[config.mk]
export PLATFORM = sky130hd
export DESIGN_NAME = half_float_convert
export DESIGN_NICKNAME = d
export VERILOG_FILES = /design/src/sv/hfc_pkg.sv /design/src/sv/hfc_table.sv /design/src/sv/hfc_format.sv /design/src/sv/half_float_convert.sv
export SDC_FILE = /design/constraint.sdc
export NUM_CORES = 1
export LEC_CHECK = 0
export BUFFER_PORTS_ARGS = -buffer_cell sky130_fd_sc_hd__buf_4
export CORE_ASPECT_RATIO = 1.25
export CORE_MARGIN = 8
export CORE_UTILIZATION = 35
export CTS_CLUSTER_DIAMETER = 60
export CTS_CLUSTER_SIZE = 12
export DETAILED_ROUTE_END_ITERATION = 16
export REMOVE_ABC_BUFFERS = 1
export SYNTH_ARGS = -nofsm -noshare
export SYNTH_HDL_FRONTEND = slang
export SYNTH_HIERARCHICAL = 1
export SYNTH_SLANG_ARGS = --single-unit
[constraint.sdc]
create_clock -name clk -period 6.4 [get_ports clk]
set_input_delay 0.32 -clock clk [delete_from_list [all_inputs] [get_ports clk]]
set_output_delay 0.32 -clock clk [all_outputs]
set_load 0.02 [all_outputs]
[src/sv/hfc_pkg.sv]
package hfc_pkg;

    // Lookup entry for single to half: magnitude base pattern and mantissa shift
    typedef struct packed {
        logic [14:0] base;
        logic [4:0]  shift;
    } entry_t;

    // Operation codes carried in tuser
    localparam logic OP_S2H = 1'b0;
    localparam logic OP_H2S = 1'b1;

    // Biased single exponent boundaries
    localparam logic [7:0] EX_SUB_LO  = 8'd103;  // unbiased -24
    localparam logic [7:0] EX_NORM_LO = 8'd113;  // unbiased -14
    localparam logic [7:0] EX_NORM_HI = 8'd142;  // unbiased 15
    localparam logic [7:0] EX_MAX     = 8'd255;

    localparam logic [14:0] HALF_INF  = 15'h7C00;
    localparam logic [15:0] HALF_ONE  = 16'h0400;
    localparam logic [4:0]  SH_FLUSH  = 5'd24;
    localparam logic [4:0]  SH_NORM   = 5'd12;

    // Build the table entry for one biased single exponent
    function automatic entry_t lookup(input logic [7:0] ex);
        entry_t     e;
        logic [7:0] d;
        e = '0;
        d = '0;
        if (ex < EX_SUB_LO) begin
            e.base  = '0;
            e.shift = SH_FLUSH;
        end
        else if (ex < EX_NORM_LO) begin
            d       = EX_NORM_LO - ex;
            e.base  = 15'(HALF_ONE >> d);
            e.shift = 5'(8'd125 - ex);
        end
        else if (ex <= EX_NORM_HI) begin
            d       = ex - 8'd112;
            e.base  = {d[4:0], 10'b0};
            e.shift = SH_NORM;
        end
        else if (ex < EX_MAX) begin
            e.base  = HALF_INF;
            e.shift = SH_FLUSH;
        end
        else begin
            e.base  = HALF_INF;
            e.shift = SH_NORM;
        end
        return e;
    endfunction

endpackage

[src/sv/hfc_table.sv]
// Stage one: registered exponent table read, operand held alongside
module hfc_table (
    input  logic               clk,
    input  logic               rst_n,
    input  logic               in_valid,
    output logic               in_ready,
    input  logic               in_op,
    input  logic [31:0]        in_value,
    output logic               out_valid,
    input  logic               out_ready,
    output logic               out_op,
    output logic [31:0]        out_value,
    output hfc_pkg::entry_t    out_entry
);

    logic            valid_reg;
    logic            valid_next;
    logic            op_reg;
    logic [31:0]     value_reg;
    hfc_pkg::entry_t entry_reg;

    assign in_ready = !valid_reg || out_ready;

    always_comb
    begin
        valid_next = valid_reg;
        if (in_ready)
        begin
            valid_next = in_valid;
        end
    end

    always_ff @(posedge clk or negedge rst_n)
    begin
        if (!rst_n)
        begin
            valid_reg <= 1'b0;
        end
        else
        begin
            valid_reg <= valid_next;
        end
    end

    // Read the table on load; hold while stalled
    always_ff @(posedge clk)
    begin
        if (in_ready && in_valid)
        begin
            op_reg    <= in_op;
            value_reg <= in_value;
            entry_reg <= hfc_pkg::lookup(in_value[30:23]);
        end
    end

    assign out_valid = valid_reg;
    assign out_op    = op_reg;
    assign out_value = value_reg;
    assign out_entry = entry_reg;

endmodule

[src/sv/hfc_format.sv]
// Stage two: finish either conversion into the output register
module hfc_format (
    input  logic               clk,
    input  logic               rst_n,
    input  logic               in_valid,
    output logic               in_ready,
    input  logic               in_op,
    input  logic [31:0]        in_value,
    input  hfc_pkg::entry_t    in_entry,
    output logic               out_valid,
    input  logic               out_ready,
    output logic [31:0]        out_result
);

    logic        valid_reg;
    logic        valid_next;
    logic [31:0] result_reg;
    logic [31:0] result_next;

    logic [22:0] frac_sh;
    logic [10:0] m11;
    logic [15:0] base16;
    logic [15:0] half;

    logic [4:0]  h_ex;
    logic [9:0]  h_m;
    logic [3:0]  k;
    logic [19:0] norm_w;
    logic [7:0]  sub_ex;
    logic [7:0]  norm_ex;
    logic [31:0] single;

    assign in_ready = !valid_reg || out_ready;

    always_comb
    begin
        // single to half: shift, or in the kept bits, add the round bit
        frac_sh = in_value[22:0] >> in_entry.shift;
        m11     = frac_sh[10:0];
        base16  = {in_value[31], in_entry.base};
        half    = (base16 | {6'b0, m11[10:1]}) + {15'b0, m11[0]};

        // half to single
        h_ex = in_value[14:10];
        h_m  = in_value[9:0];
        k    = '0;
        for (int i = 0; i < 10; i++)
        begin
            if (h_m[i])
            begin
                k = 4'(10 - i);
            end
        end
        norm_w  = {10'b0, h_m} << k;
        sub_ex  = 8'd113 - {4'b0, k};
        norm_ex = {3'b0, h_ex} + 8'd112;
        if (h_ex == 5'd0)
        begin
            if (h_m == 10'd0)
            begin
                single = {in_value[15], 31'b0};
            end
            else
            begin
                single = {in_value[15], sub_ex, norm_w[9:0], 13'b0};
            end
        end
        else if (h_ex == 5'h1F)
        begin
            single = {in_value[15], 8'hFF, h_m, 13'b0};
        end
        else
        begin
            single = {in_value[15], norm_ex, h_m, 13'b0};
        end

        result_next = (in_op == hfc_pkg::OP_H2S) ? single : {16'b0, half};

        valid_next = valid_reg;
        if (in_ready)
        begin
            valid_next = in_valid;
        end
    end

    always_ff @(posedge clk or negedge rst_n)
    begin
        if (!rst_n)
        begin
            valid_reg <= 1'b0;
        end
        else
        begin
            valid_reg <= valid_next;
        end
    end

    always_ff @(posedge clk)
    begin
        if (in_ready && in_valid)
        begin
            result_reg <= result_next;
        end
    end

    assign out_valid  = valid_reg;
    assign out_result = result_reg;

endmodule

[src/sv/half_float_convert.sv]
// Path: the input is registered in the exponent table stage, then in the format
// stage, and m_tvalid rises once the format stage holds it.
// Throughput: one item per cycle while m_tready stays high; the exponent table read
// and the format stage are each registered, and each stage loads while its successor drains.
// Reset: rst_n asynchronous, active low; clears the stage valid flags only,
// the data registers are not reset.
module half_float_convert (
    input  logic        clk,
    input  logic        rst_n,
    input  logic        s_tvalid,
    output logic        s_tready,
    input  logic [31:0] s_tdata,   // [31:0] value
    input  logic [0:0]  s_tuser,   // [0] op (0 single to half, 1 half to single)
    output logic        m_tvalid,
    input  logic        m_tready,
    output logic [31:0] m_tdata    // [31:0] result
);

    // Stage one to stage two handoff
    logic            t_valid;
    logic            t_ready;
    logic            t_op;
    logic [31:0]     t_value;
    hfc_pkg::entry_t t_entry;

    // Stage one: look up base pattern and mantissa shift from the exponent,
    // registered like a synchronous ROM read, with the operand held beside it.
    hfc_table u_table (
        .clk       (clk),
        .rst_n     (rst_n),
        .in_valid  (s_tvalid),
        .in_ready  (s_tready),
        .in_op     (s_tuser[0]),
        .in_value  (s_tdata),
        .out_valid (t_valid),
        .out_ready (t_ready),
        .out_op    (t_op),
        .out_value (t_value),
        .out_entry (t_entry)
    );

    // Stage two: round and pack the half, or rebuild the single, and hold
    // the item in the output register until the master side takes it.
    // Stage one keeps accepting while that result waits, as long as it is empty.
    hfc_format u_format (
        .clk        (clk),
        .rst_n      (rst_n),
        .in_valid   (t_valid),
        .in_ready   (t_ready),
        .in_op      (t_op),
        .in_value   (t_value),
        .in_entry   (t_entry),
        .out_valid  (m_tvalid),
        .out_ready  (m_tready),
        .out_result (m_tdata)
    );

endmodule

==> flow_summary_export.csv, run 1 <==
group,metric,value,unit
power,swShare,27.36,%
power,seq_power_share,47.4,%
detailed_routing,dr.pass1.iters,5,
clock_tree,clkLatencyLatePin,0.34,ns
clock_tree,postCtsSetupBuffers,0,
die,start_util,35.66,%
grt,grt_pass1_wl,19.67,mm
sta,fin_hold_ws,0.1554,ns
clock_tree,root_buffer,"clkbuf_16",
place,port_buffers,70,
die,core,14350,um2
place,gp_congestion,0.8823,
critical_path,path_max_fanout,24,
run_status,status,"completed",
detailed_routing,wl_per_cell,18.33,um
sta,max_slew.worst_pin.slew,1.202,ns
hold_path,min_path_type,"in -> reg",
die,die_area,18770,um2
critical_path,reg2reg_to,"u_format/out_result[14]",
cells_and_area,area_growth,16.41,%
sta,setup_ws,2.482,ns
sta,final_hold_viol_count,0,
clock_tree,cts_tree,"done",
power,vdd_drop_max,133.9,uV
clock_tree,cts_resized,0,
sta,rsz0062_at_grt,"false",
sta,finalSetupTns,0,ns
critical_path,crit_type,"reg -> reg",
place,preCtsSetupSlack,2.500,ns
power,p_comb_share,18.7,%
detailed_routing,via_per_inst,5.547,
clock_tree,cts-buffers-inserted,9,
grt,grt_remaining_overflow,0,
cells_and_area,layout.nets,534,
yosys,synth_cells,440,
sta,min_period,3.918,ns
yosys,synthesis.area,5116,um2
die,rows,49,
sta,skew,0.01030,ns
die,die_h,151.2,um
grt,antenna_found_initial,0,
detailed_routing,drt_iter0_drc,290,
sta,slew_headroom,19.87,%
critical_path,r2r_setup_slack,2.48,ns
flow_run,drv_cap,0,
grt,first_global_vias,3711,
sta,period_share,61.21,%
detailed_routing,num_vias,3744,
cells_and_area,layout-drive-gt1-share,24.55,%
power,power,1.374,mW
sta,max_freq,0.2553,GHz
critical_path,r2r-start,"u_table/out_entry[0]",
power,p_sw,0.3758,mW
cells_and_area,insertedDiodeCount,0,
critical_path,critPathLaunchType,"register",
critical_path,worstPathArrival,3.97,ns
detailed_routing,drc,0,
hold_path,min_to,"u_table/out_value[31]",
hold_path,whs_path_depth,1,
clock_tree,cts_max_level,3,
power,pwr_density_cell,230.7,nW/um2
die,pin_count,71,
cells_and_area,finalCoreUtilization,41.51,%
power,internal_power,0.9979,mW
yosys,avgSynthCellArea,11.63,um2
grt,track_usage,13.46,%
cells_and_area,fillers,1395,
clock_tree,clockBufferDepth,2,
yosys,synth-warning-count,6,
clock_tree,cts_sinks,78,
die,die_x,124.1,um
sta,setup_violations,0,
grt,grt_max_degree,46,
clock_tree,clk_pin_slew,0.06,ns
power,p_leak,2.211,nW
critical_path,crit_path_end_kind,"register",
detailed_routing,drtAntennaViolNets,0,
critical_path,rr_worst_depth,12,
place,dpl.hpwl,9.159,mm
clock_tree,ctsHoldBuffers,1,
power,clock_power_share,33.9,%
critical_path,cp.required,6.45,ns
sta,drv_slew,0,
detailed_routing,wl,12.37,mm
hold_path,hold_start,"s_tdata[31]",
## routing by layer
layer / up-vias / track usage, % / share of wire (%)
met4: 0 / 6.023 / 2.2
met5: - / 0 / 0
li1: 1786 / - / -
met3: 16 / 2.462 / 5.6
met1: 1819 / 16.86 / 42
met2: 123 / 22.03 / 50
## layout make-up
class	instances	area, um2	share of cell area [%]
multi-input combinational	316	2521	42.33
sequential	78	2332	39.16
timing repair buffer	72	543.0	9.118
clock buffer	11	242.7	4.076
tap	178	222.7	3.740
inverter	15	57.56	0.9664
clock inverter	5	36.28	0.6092
## flip-flops by register name, indices dropped and copies added (netlist names)
| signal | count |
|---|---|
| u_table/out_op | 1 |
| u_format/out_result | 31 |
| u_table/out_value | 24 |
| u_table/out_entry | 20 |
| u_format/out_valid | 1 |
| u_table/out_valid | 1 |
## layout by cell type, fill, tap and decap left out, types with 3 or more instances in the layout
cell type / instances
nand2_1: 40
mux2_1: 4
edfxtp_1: 76
mux4_2: 14
or3_1: 3
nor2b_1: 12
mux4_1: 9
nor4_1: 8
o22ai_1: 4
a21boi_0: 5
nor3_1: 14
clkinvlp_4: 3
ha_1: 5
nor3b_1: 3
nand2b_1: 10
o21a_1: 3
xor2_1: 9
mux2i_1: 15
a21oi_1: 14
a211oi_1: 5
nor2_1: 39
a22oi_1: 3
buf_4: 71
nand4_1: 3
clkbuf_16: 9
o21ai_0: 9
o21ai_1: 5
o211ai_1: 3
and3_1: 4
nand3_1: 9
xnor2_1: 8
and2_1: 10
inv_1: 13
## per-stage QoR
step	instances	area, um2
global route	675	5956
detailed placement	658	5667
floorplan	409	4910
finish	675	5956
global placement	658	5667
CTS	675	5956
## power by group through the flow
| stage | Sequential [mW] | Combinational [mW] | Clock, mW |
|---|---|---|---|
| floorplan | 0.671 | 0.145 | 0 |
| global placement | 0.661 | 0.253 | 0 |
| detailed placement | 0.663 | 0.256 | 0 |
| CTS | 0.652 | 0.257 | 0.484 |
| global route | 0.658 | 0.279 | 0.501 |
| finish | 0.652 | 0.257 | 0.465 |
## worst max-delay path by stage
| stage | startpoint | to | slack (ns) | cells after the start |
|---|---|---|---|---|
| after detailed placement | u_table/out_entry[0] | u_format/out_result[14] | 2.50 | 12 |
| after floorplan | u_table/out_entry[0] | u_format/out_result[14] | 2.91 | 12 |
| after global placement | u_table/out_entry[0] | u_format/out_result[14] | 2.61 | 12 |
| after global routing | u_table/out_entry[0] | u_format/out_result[14] | 2.18 | 12 |
| after CTS | u_table/out_entry[0] | u_format/out_result[14] | 2.51 | 12 |
| final | u_table/out_entry[0] | u_format/out_result[14] | 2.48 | 12 |
## critical path, cell delays in order, from the launching register on
cell      delay [ns]
edfxtp_1        1.15
mux4_1          0.71
mux2_1          0.32
nor2_1          0.10
a311o_1         0.12
nand2_1         0.07
ha_1            0.21
ha_1            0.21
o311ai_1        0.18
nor3_2          0.15
and3_1          0.19
xnor2_1         0.13
mux2i_1         0.08
No activity file was read; power rests on OpenSTA's default activity.
==> inputs of run 2 (changes only) <==
- clock period: 6.4 -> 3.5 ns (I/O delays scaled with it)
==> run 2 against run 1 <==
Via count increased by 0.77%. Power increased by 98%. Register-to-register slack worse by 2.2 ns. Routed wire length is 3.2% lower. Clock-buffer cell count is 2 lower. Critical endpoint unchanged. Largest power group unchanged. Highest routed layer unchanged.
==> flow_summary_export.csv, run 2 (synthesis results as in run 1) <==
group,metric,value,unit
power,pwr_density_cell,435.4,nW/um2
die,die_h,151.2,um
die,die_x,124.1,um
hold_path,min_path_type,"in -> reg",
clock_tree,cts_max_level,3,
detailed_routing,drt_iter0_drc,226,
detailed_routing,wl_per_cell,17.09,um
critical_path,path_max_fanout,10,
grt,first_global_vias,3764,
sta,max_freq,0.3067,GHz
sta,rsz0062_at_grt,"false",
grt,grt_remaining_overflow,0,
sta,period_share,93.17,%
clock_tree,cts-buffers-inserted,9,
clock_tree,cts_tree,"done",
sta,final_hold_viol_count,0,
critical_path,crit_path_end_kind,"register",
sta,max_slew.worst_pin.slew,1.006,ns
detailed_routing,num_vias,3773,
critical_path,critPathLaunchType,"register",
sta,finalSetupTns,0,ns
critical_path,worstPathArrival,3.32,ns
cells_and_area,layout_commonest_cell,"buf_4",
sta,slew_headroom,32.96,%
cells_and_area,layout.nets,560,
cells_and_area,layout_common_cells,"85 x buf_4, 76 x edfxtp_1, 40 x nand2_1, 39 x nor2_1, 15 x mux2i_1",
detailed_routing,via_per_inst,5.382,
sta,drv_slew,0,
die,pin_count,71,
cells_and_area,area_growth,22.16,%
sta,skew,0.006782,ns
grt,grt_pass1_wl,19.04,mm
detailed_routing,wl,11.98,mm
power,vdd_drop_max,235.9,uV
place,place_inst,671,
die,core,14350,um2
grt,track_usage,12.97,%
clock_tree,clkLatencyLatePin,0.34,ns
detailed_routing,drtAntennaViolNets,0,
run_status,status,"completed",
cells_and_area,insertedDiodeCount,0,
die,start_util,35.66,%
detailed_routing,dr.pass1.iters,4,
place,gp_congestion,0.8913,
critical_path,cp.required,3.55,ns
flow_run,drv_cap,0,
die,rows,49,
cells_and_area,largest_reg_flops,31,
sta,setup_violations,0,
die,die_area,18770,um2
power,p_leak,2.363,nW
cells_and_area,final_cells,701,
grt,antenna_found_initial,0,
grt,grt_max_degree,46,
sta,min_period,3.261,ns
critical_path,crit_type,"reg -> reg",
clock_tree,cts_sinks,78,
clock_tree,root_buffer,"clkbuf_16",
place,dpl.hpwl,9.061,mm
clock_tree,clockBufferDepth,2,
clock_tree,clk_pin_slew,0.06,ns
cells_and_area,layout-drive-gt1-share,26.00,%
place,port_buffers,70,
detailed_routing,drc,0,
## run 2: changes by cell type in the layout (fill, tap and decap cells not counted), sizes merged
cell         previous run  this run
buf                    71        86
bufinv                  0         3
clkbuf                 11         9
clkinvlp                3         2
dlygate4sd3             1        12
## run 2: worst max-delay path, cell delays in order (launching register included)
cell and delay [ns]:
edfxtp_1 0.50, buf_4 0.24, mux2_1 0.35, mux4_2 0.51, nand2_1 0.09, o21ai_0 0.08
ha_1 0.24, ha_1 0.21, o311ai_1 0.18, nor3_2 0.16, and3_1 0.19, xnor2_1 0.14
mux2i_1 0.08
## run 2: worst paths after layout
kind                                           start                 endpoint  slack (ns)  cells past startpoint
worst max register to register  u_table/out_entry[1]  u_format/out_result[14]        0.24                     12
worst min-delay path                     s_tdata[17]    u_table/out_value[17]        0.02                      1
worst min register to register     u_table/out_valid       u_format/out_valid        0.50                      1
min in group asynchronous                      rst_n        u_table/out_valid        0.14                      2
max in group asynchronous                      rst_n       u_format/out_valid        3.27                      2
worst max-delay path            u_table/out_entry[1]  u_format/out_result[14]        0.24                     12
## run 2: where the power goes
| group | internal, mW | total (mW) | switching [mW] |
|---|---|---|---|
| clock network | 0.691 | 1.04 | 0.353 |
| logic | 0.235 | 0.511 | 0.276 |
| registers | 1.11 | 1.17 | 0.0559 |
| total | 2.04 | 2.72 | 0.685 |
## run 2: routing by layer
layer / track usage, % / share of wire (%) / vias up
met4: 6.321 / 2.6 / 0
met1: 15.45 / 42 / 1804
li1: - / - / 1844
met5: 0 / 0 / -
met2: 21.60 / 50 / 106
met3: 2.797 / 5.0 / 19
## run 2: layout make-up
cell class	instances	area, um2
clock buffer	9	225.2
fill	1382	8097
clock inverter	7	112.6
sequential	78	2332
timing repair buffer	98	778.2
multi-input combinational	316	2521
tap	178	222.7
inverter	15	57.56
## run 2: stage by stage
step / total power, mW / util [%] / setup slack, ns / hold slack (ns) / area [um2]
after floorplan: 1.491 / - / 0.009077 / -0.1206 / 4910
after global placement: 1.682 / 40.27 / 0.2653 / -0.04289 / 5777
after detailed placement: 1.686 / 40.27 / 0.2092 / -0.04136 / 5777
after CTS: 2.751 / 43.39 / 0.1875 / 0.0003454 / 6225
after global routing: 2.834 / 43.56 / 0.003469 / 0.0003883 / 6250
final: 2.721 / 43.56 / 0.2390 / 0.01535 / 6250
## run 2: what timing repair did
item | in CTS | in global routing
resized for setup | 0 | 0
hold endpoints to repair | 12 | 1
hold buffers | 11 | 1
setup buffers | 0 | 2
endpoints found under the setup margin | 0 | 1
==> inputs of run 3 (changes only) <==
- CELL_PAD_IN_SITES_DETAIL_PLACEMENT: unset -> 0
- CELL_PAD_IN_SITES_GLOBAL_PLACEMENT: unset -> 1
- PLACE_DENSITY_LB_ADDON: unset -> 0.1
- clock period: 3.5 -> 2.77 ns (I/O delays scaled with it)
==> run 3 against run 2 <==
The run now ends with negative setup slack left. Combinational power rose by 72%. Clock skew increased by 0.0017 ns. Via count up 9.4%. Critical path depth rose by 1. Cell area is 16% higher. Global-route usage increased by 2.4 points. Routed wire length increased by 18%. Critical path type unchanged.
==> flow_summary_export.csv, run 3 (synthesis results as in run 1) <==
group,metric,value,unit
critical_path,crit_path_end_kind,"register",
critical_path,cp_top_family,"compound AO/OA/AOI/OAI gates",
critical_path,rr_worst_depth,13,
detailed_routing,via_per_inst,5.164,
place,placed_cell_area,6310,um2
clock_tree,cts_sinks,78,
critical_path,cp_slowest_cell,"edfxtp_1",
cells_and_area,layout_common_cells,"157 x buf_4, 76 x edfxtp_1, 38 x nor2_1, 38 x nand2_1, 27 x dlygate4sd3_1",
detailed_routing,dr.pass1.iters,6,
critical_path,crit_chain,"buf_6, mux4_2, nand2_1, a311o_1, o21ai_2, ha_4, buf_6, o311ai_4, nor4_4, buf_4, nand4_1, xor2_1, o21ai_1",
clock_tree,root_buffer,"clkbuf_16",
grt,grt_max_degree,46,
sta,rsz0062_at_grt,"true",
cells_and_area,area_growth,41.77,%
place,preCtsSetupSlack,-0.3489,ns
power,p_leak,2.857,nW
detailed_routing,drc,0,
grt,grt_use_met2,27.15,%
grt,first_global_vias,4267,
run_status,status,"finished with violations",
hold_path,whs_path_depth,1,
detailed_routing,drtAntennaViolNets,0,
cells_and_area,fillers,1343,
cells_and_area,layout_commonest_cell,"buf_4",
power,pwr_density_cell,482.0,nW/um2
die,rows,49,
grt,antenna_found_initial,0,
cells_and_area,layout.nets,658,
sta,min_period,2.968,ns
sta,slew_headroom,49.22,%
sta,drv_slew,0,
power,vdd_drop_max,236.9,uV
run_status,violations,"negative setup slack",
die,die_h,151.2,um
flow_run,drv_cap,0,
power,power,3.496,mW
critical_path,worstPathArrival,3.03,ns
sta,final_hold_viol_count,0,
critical_path,cp.required,2.84,ns
clock_tree,clockBufferDepth,2,
clock_tree,cts_max_level,3,
clock_tree,clk_pin_slew,0.06,ns
detailed_routing,wl_per_cell,17.73,um
die,die_x,124.1,um
critical_path,path_max_fanout,6,
detailed_routing,wl,14.17,mm
sta,period_share,107.2,%
die,start_util,35.66,%
cells_and_area,final_cells,799,
grt,track_usage,15.37,%
cells_and_area,design_area,7253,um2
critical_path,crit_type,"reg -> reg",
clock_tree,clkLatencyLatePin,0.34,ns
cells_and_area,largest_reg_flops,31,
critical_path,critPathLaunchType,"register",
place,port_buffers,70,
grt,groute.layer.met1.usage,18.08,%
critical_path,crit_cells,13,
place,place_inst,742,
die,core,14350,um2
cells_and_area,insertedDiodeCount,0,
critical_path,crit_path_frequent_cell,"buf_6",
clock_tree,cts_tree,"done",
critical_path,critPathMaxStageDelay,0.52,ns
grt,grt_most_used_layer,"met2",
hold_path,min_path_type,"in -> reg",
detailed_routing,drt_iter0_drc,216,
grt,met3_usage,3.208,%
critical_path,crit_buf_inv,3,
die,die_area,18770,um2
die,pin_count,71,
grt,grt_remaining_overflow,0,
place,gp_congestion,0.8948,
grt,grt_pass1_wl,22.37,mm
clock_tree,cts-buffers-inserted,9,
sta,max_freq,0.3369,GHz
sta,setup_ws,-0.1984,ns
sta,skew,0.008496,ns
detailed_routing,num_vias,4126,
place,dpl.hpwl,10.84,mm
sta,max_slew.worst_pin.slew,0.7617,ns
cells_and_area,layout-drive-gt1-share,41.38,%
sta,setup_violations,11,
-- run 3: what timing repair did --
action | in CTS | in global routing
endpoints found under the hold margin | 28 | 0
pin swaps | 11 | 20
gates resized for setup | 39 | 22
hold buffers | 27 | 0
buffers inserted | 11 | 6
endpoints found under the setup margin | 14 | 16
-- run 3: worst paths after layout --
kind | startpoint | to | slack (ns)
hold / removal | s_tdata[30] | u_table/out_entry[19] | 0.07
setup reg to reg | u_table/out_entry[1] | u_format/out_result[15] | -0.20
min in group asynchronous | rst_n | u_format/out_valid | 0.12
setup / recovery | u_table/out_entry[1] | u_format/out_result[15] | -0.20
max in group asynchronous | rst_n | u_table/out_valid | 2.56
hold reg to reg | u_table/out_valid | u_format/out_valid | 0.51
-- run 3: through the flow --
| stage | TNS [ns] | util, % | hold WS [ns] |
|---|---|---|---|
| floorplan | -6.586 | - | -0.1571 |
| global placement | -2.502 | 43.98 | -0.07883 |
| detailed placement | -3.199 | 43.98 | -0.07879 |
| CTS | -1.732 | 49.46 | 0.05919 |
| global route | -3.132 | 50.56 | 0.06862 |
| finish | -1.546 | 50.56 | 0.07297 |
-- run 3: layout make-up --
class / instances / area (um2) / share of cell area, %
Clock buffer: 10 / 229.0 / 3.157
Clock inverter: 6 / 62.56 / 0.8625
Inverter: 15 / 57.56 / 0.7935
Multi-Input combinational cell: 316 / 2748 / 37.88
Sequential cell: 78 / 2332 / 32.15
Tap cell: 178 / 222.7 / 3.071
Timing Repair Buffer: 196 / 1602 / 22.08
-- run 3: worst reg2reg max path, stage by stage, from the launching register on --
cell and delay [ns]:
edfxtp_1 0.52, buf_6 0.20, mux4_2 0.35, nand2_1 0.05
a311o_1 0.32, o21ai_2 0.09, ha_4 0.18, buf_6 0.10
o311ai_4 0.10, nor4_4 0.27, buf_4 0.18, nand4_1 0.10
xor2_1 0.18, o21ai_1 0.08
-- run 3: per-layer routing --
metal  routed length (um)  vias to the layer above
met5                    0                        -
met4                  227                        0
met3                  582                       15
met2                 7467                       73
met1                 5892                     2013
li1                     -                     2025
-- run 3: power by group --
part           total [mW]  internal [mW]  leakage (nW)  switching [mW]
combinational       0.880          0.444          1.96           0.437
clock                1.16          0.694         0.134           0.462
sequential           1.46           1.40         0.763          0.0581
total                3.50           2.54          2.86           0.957
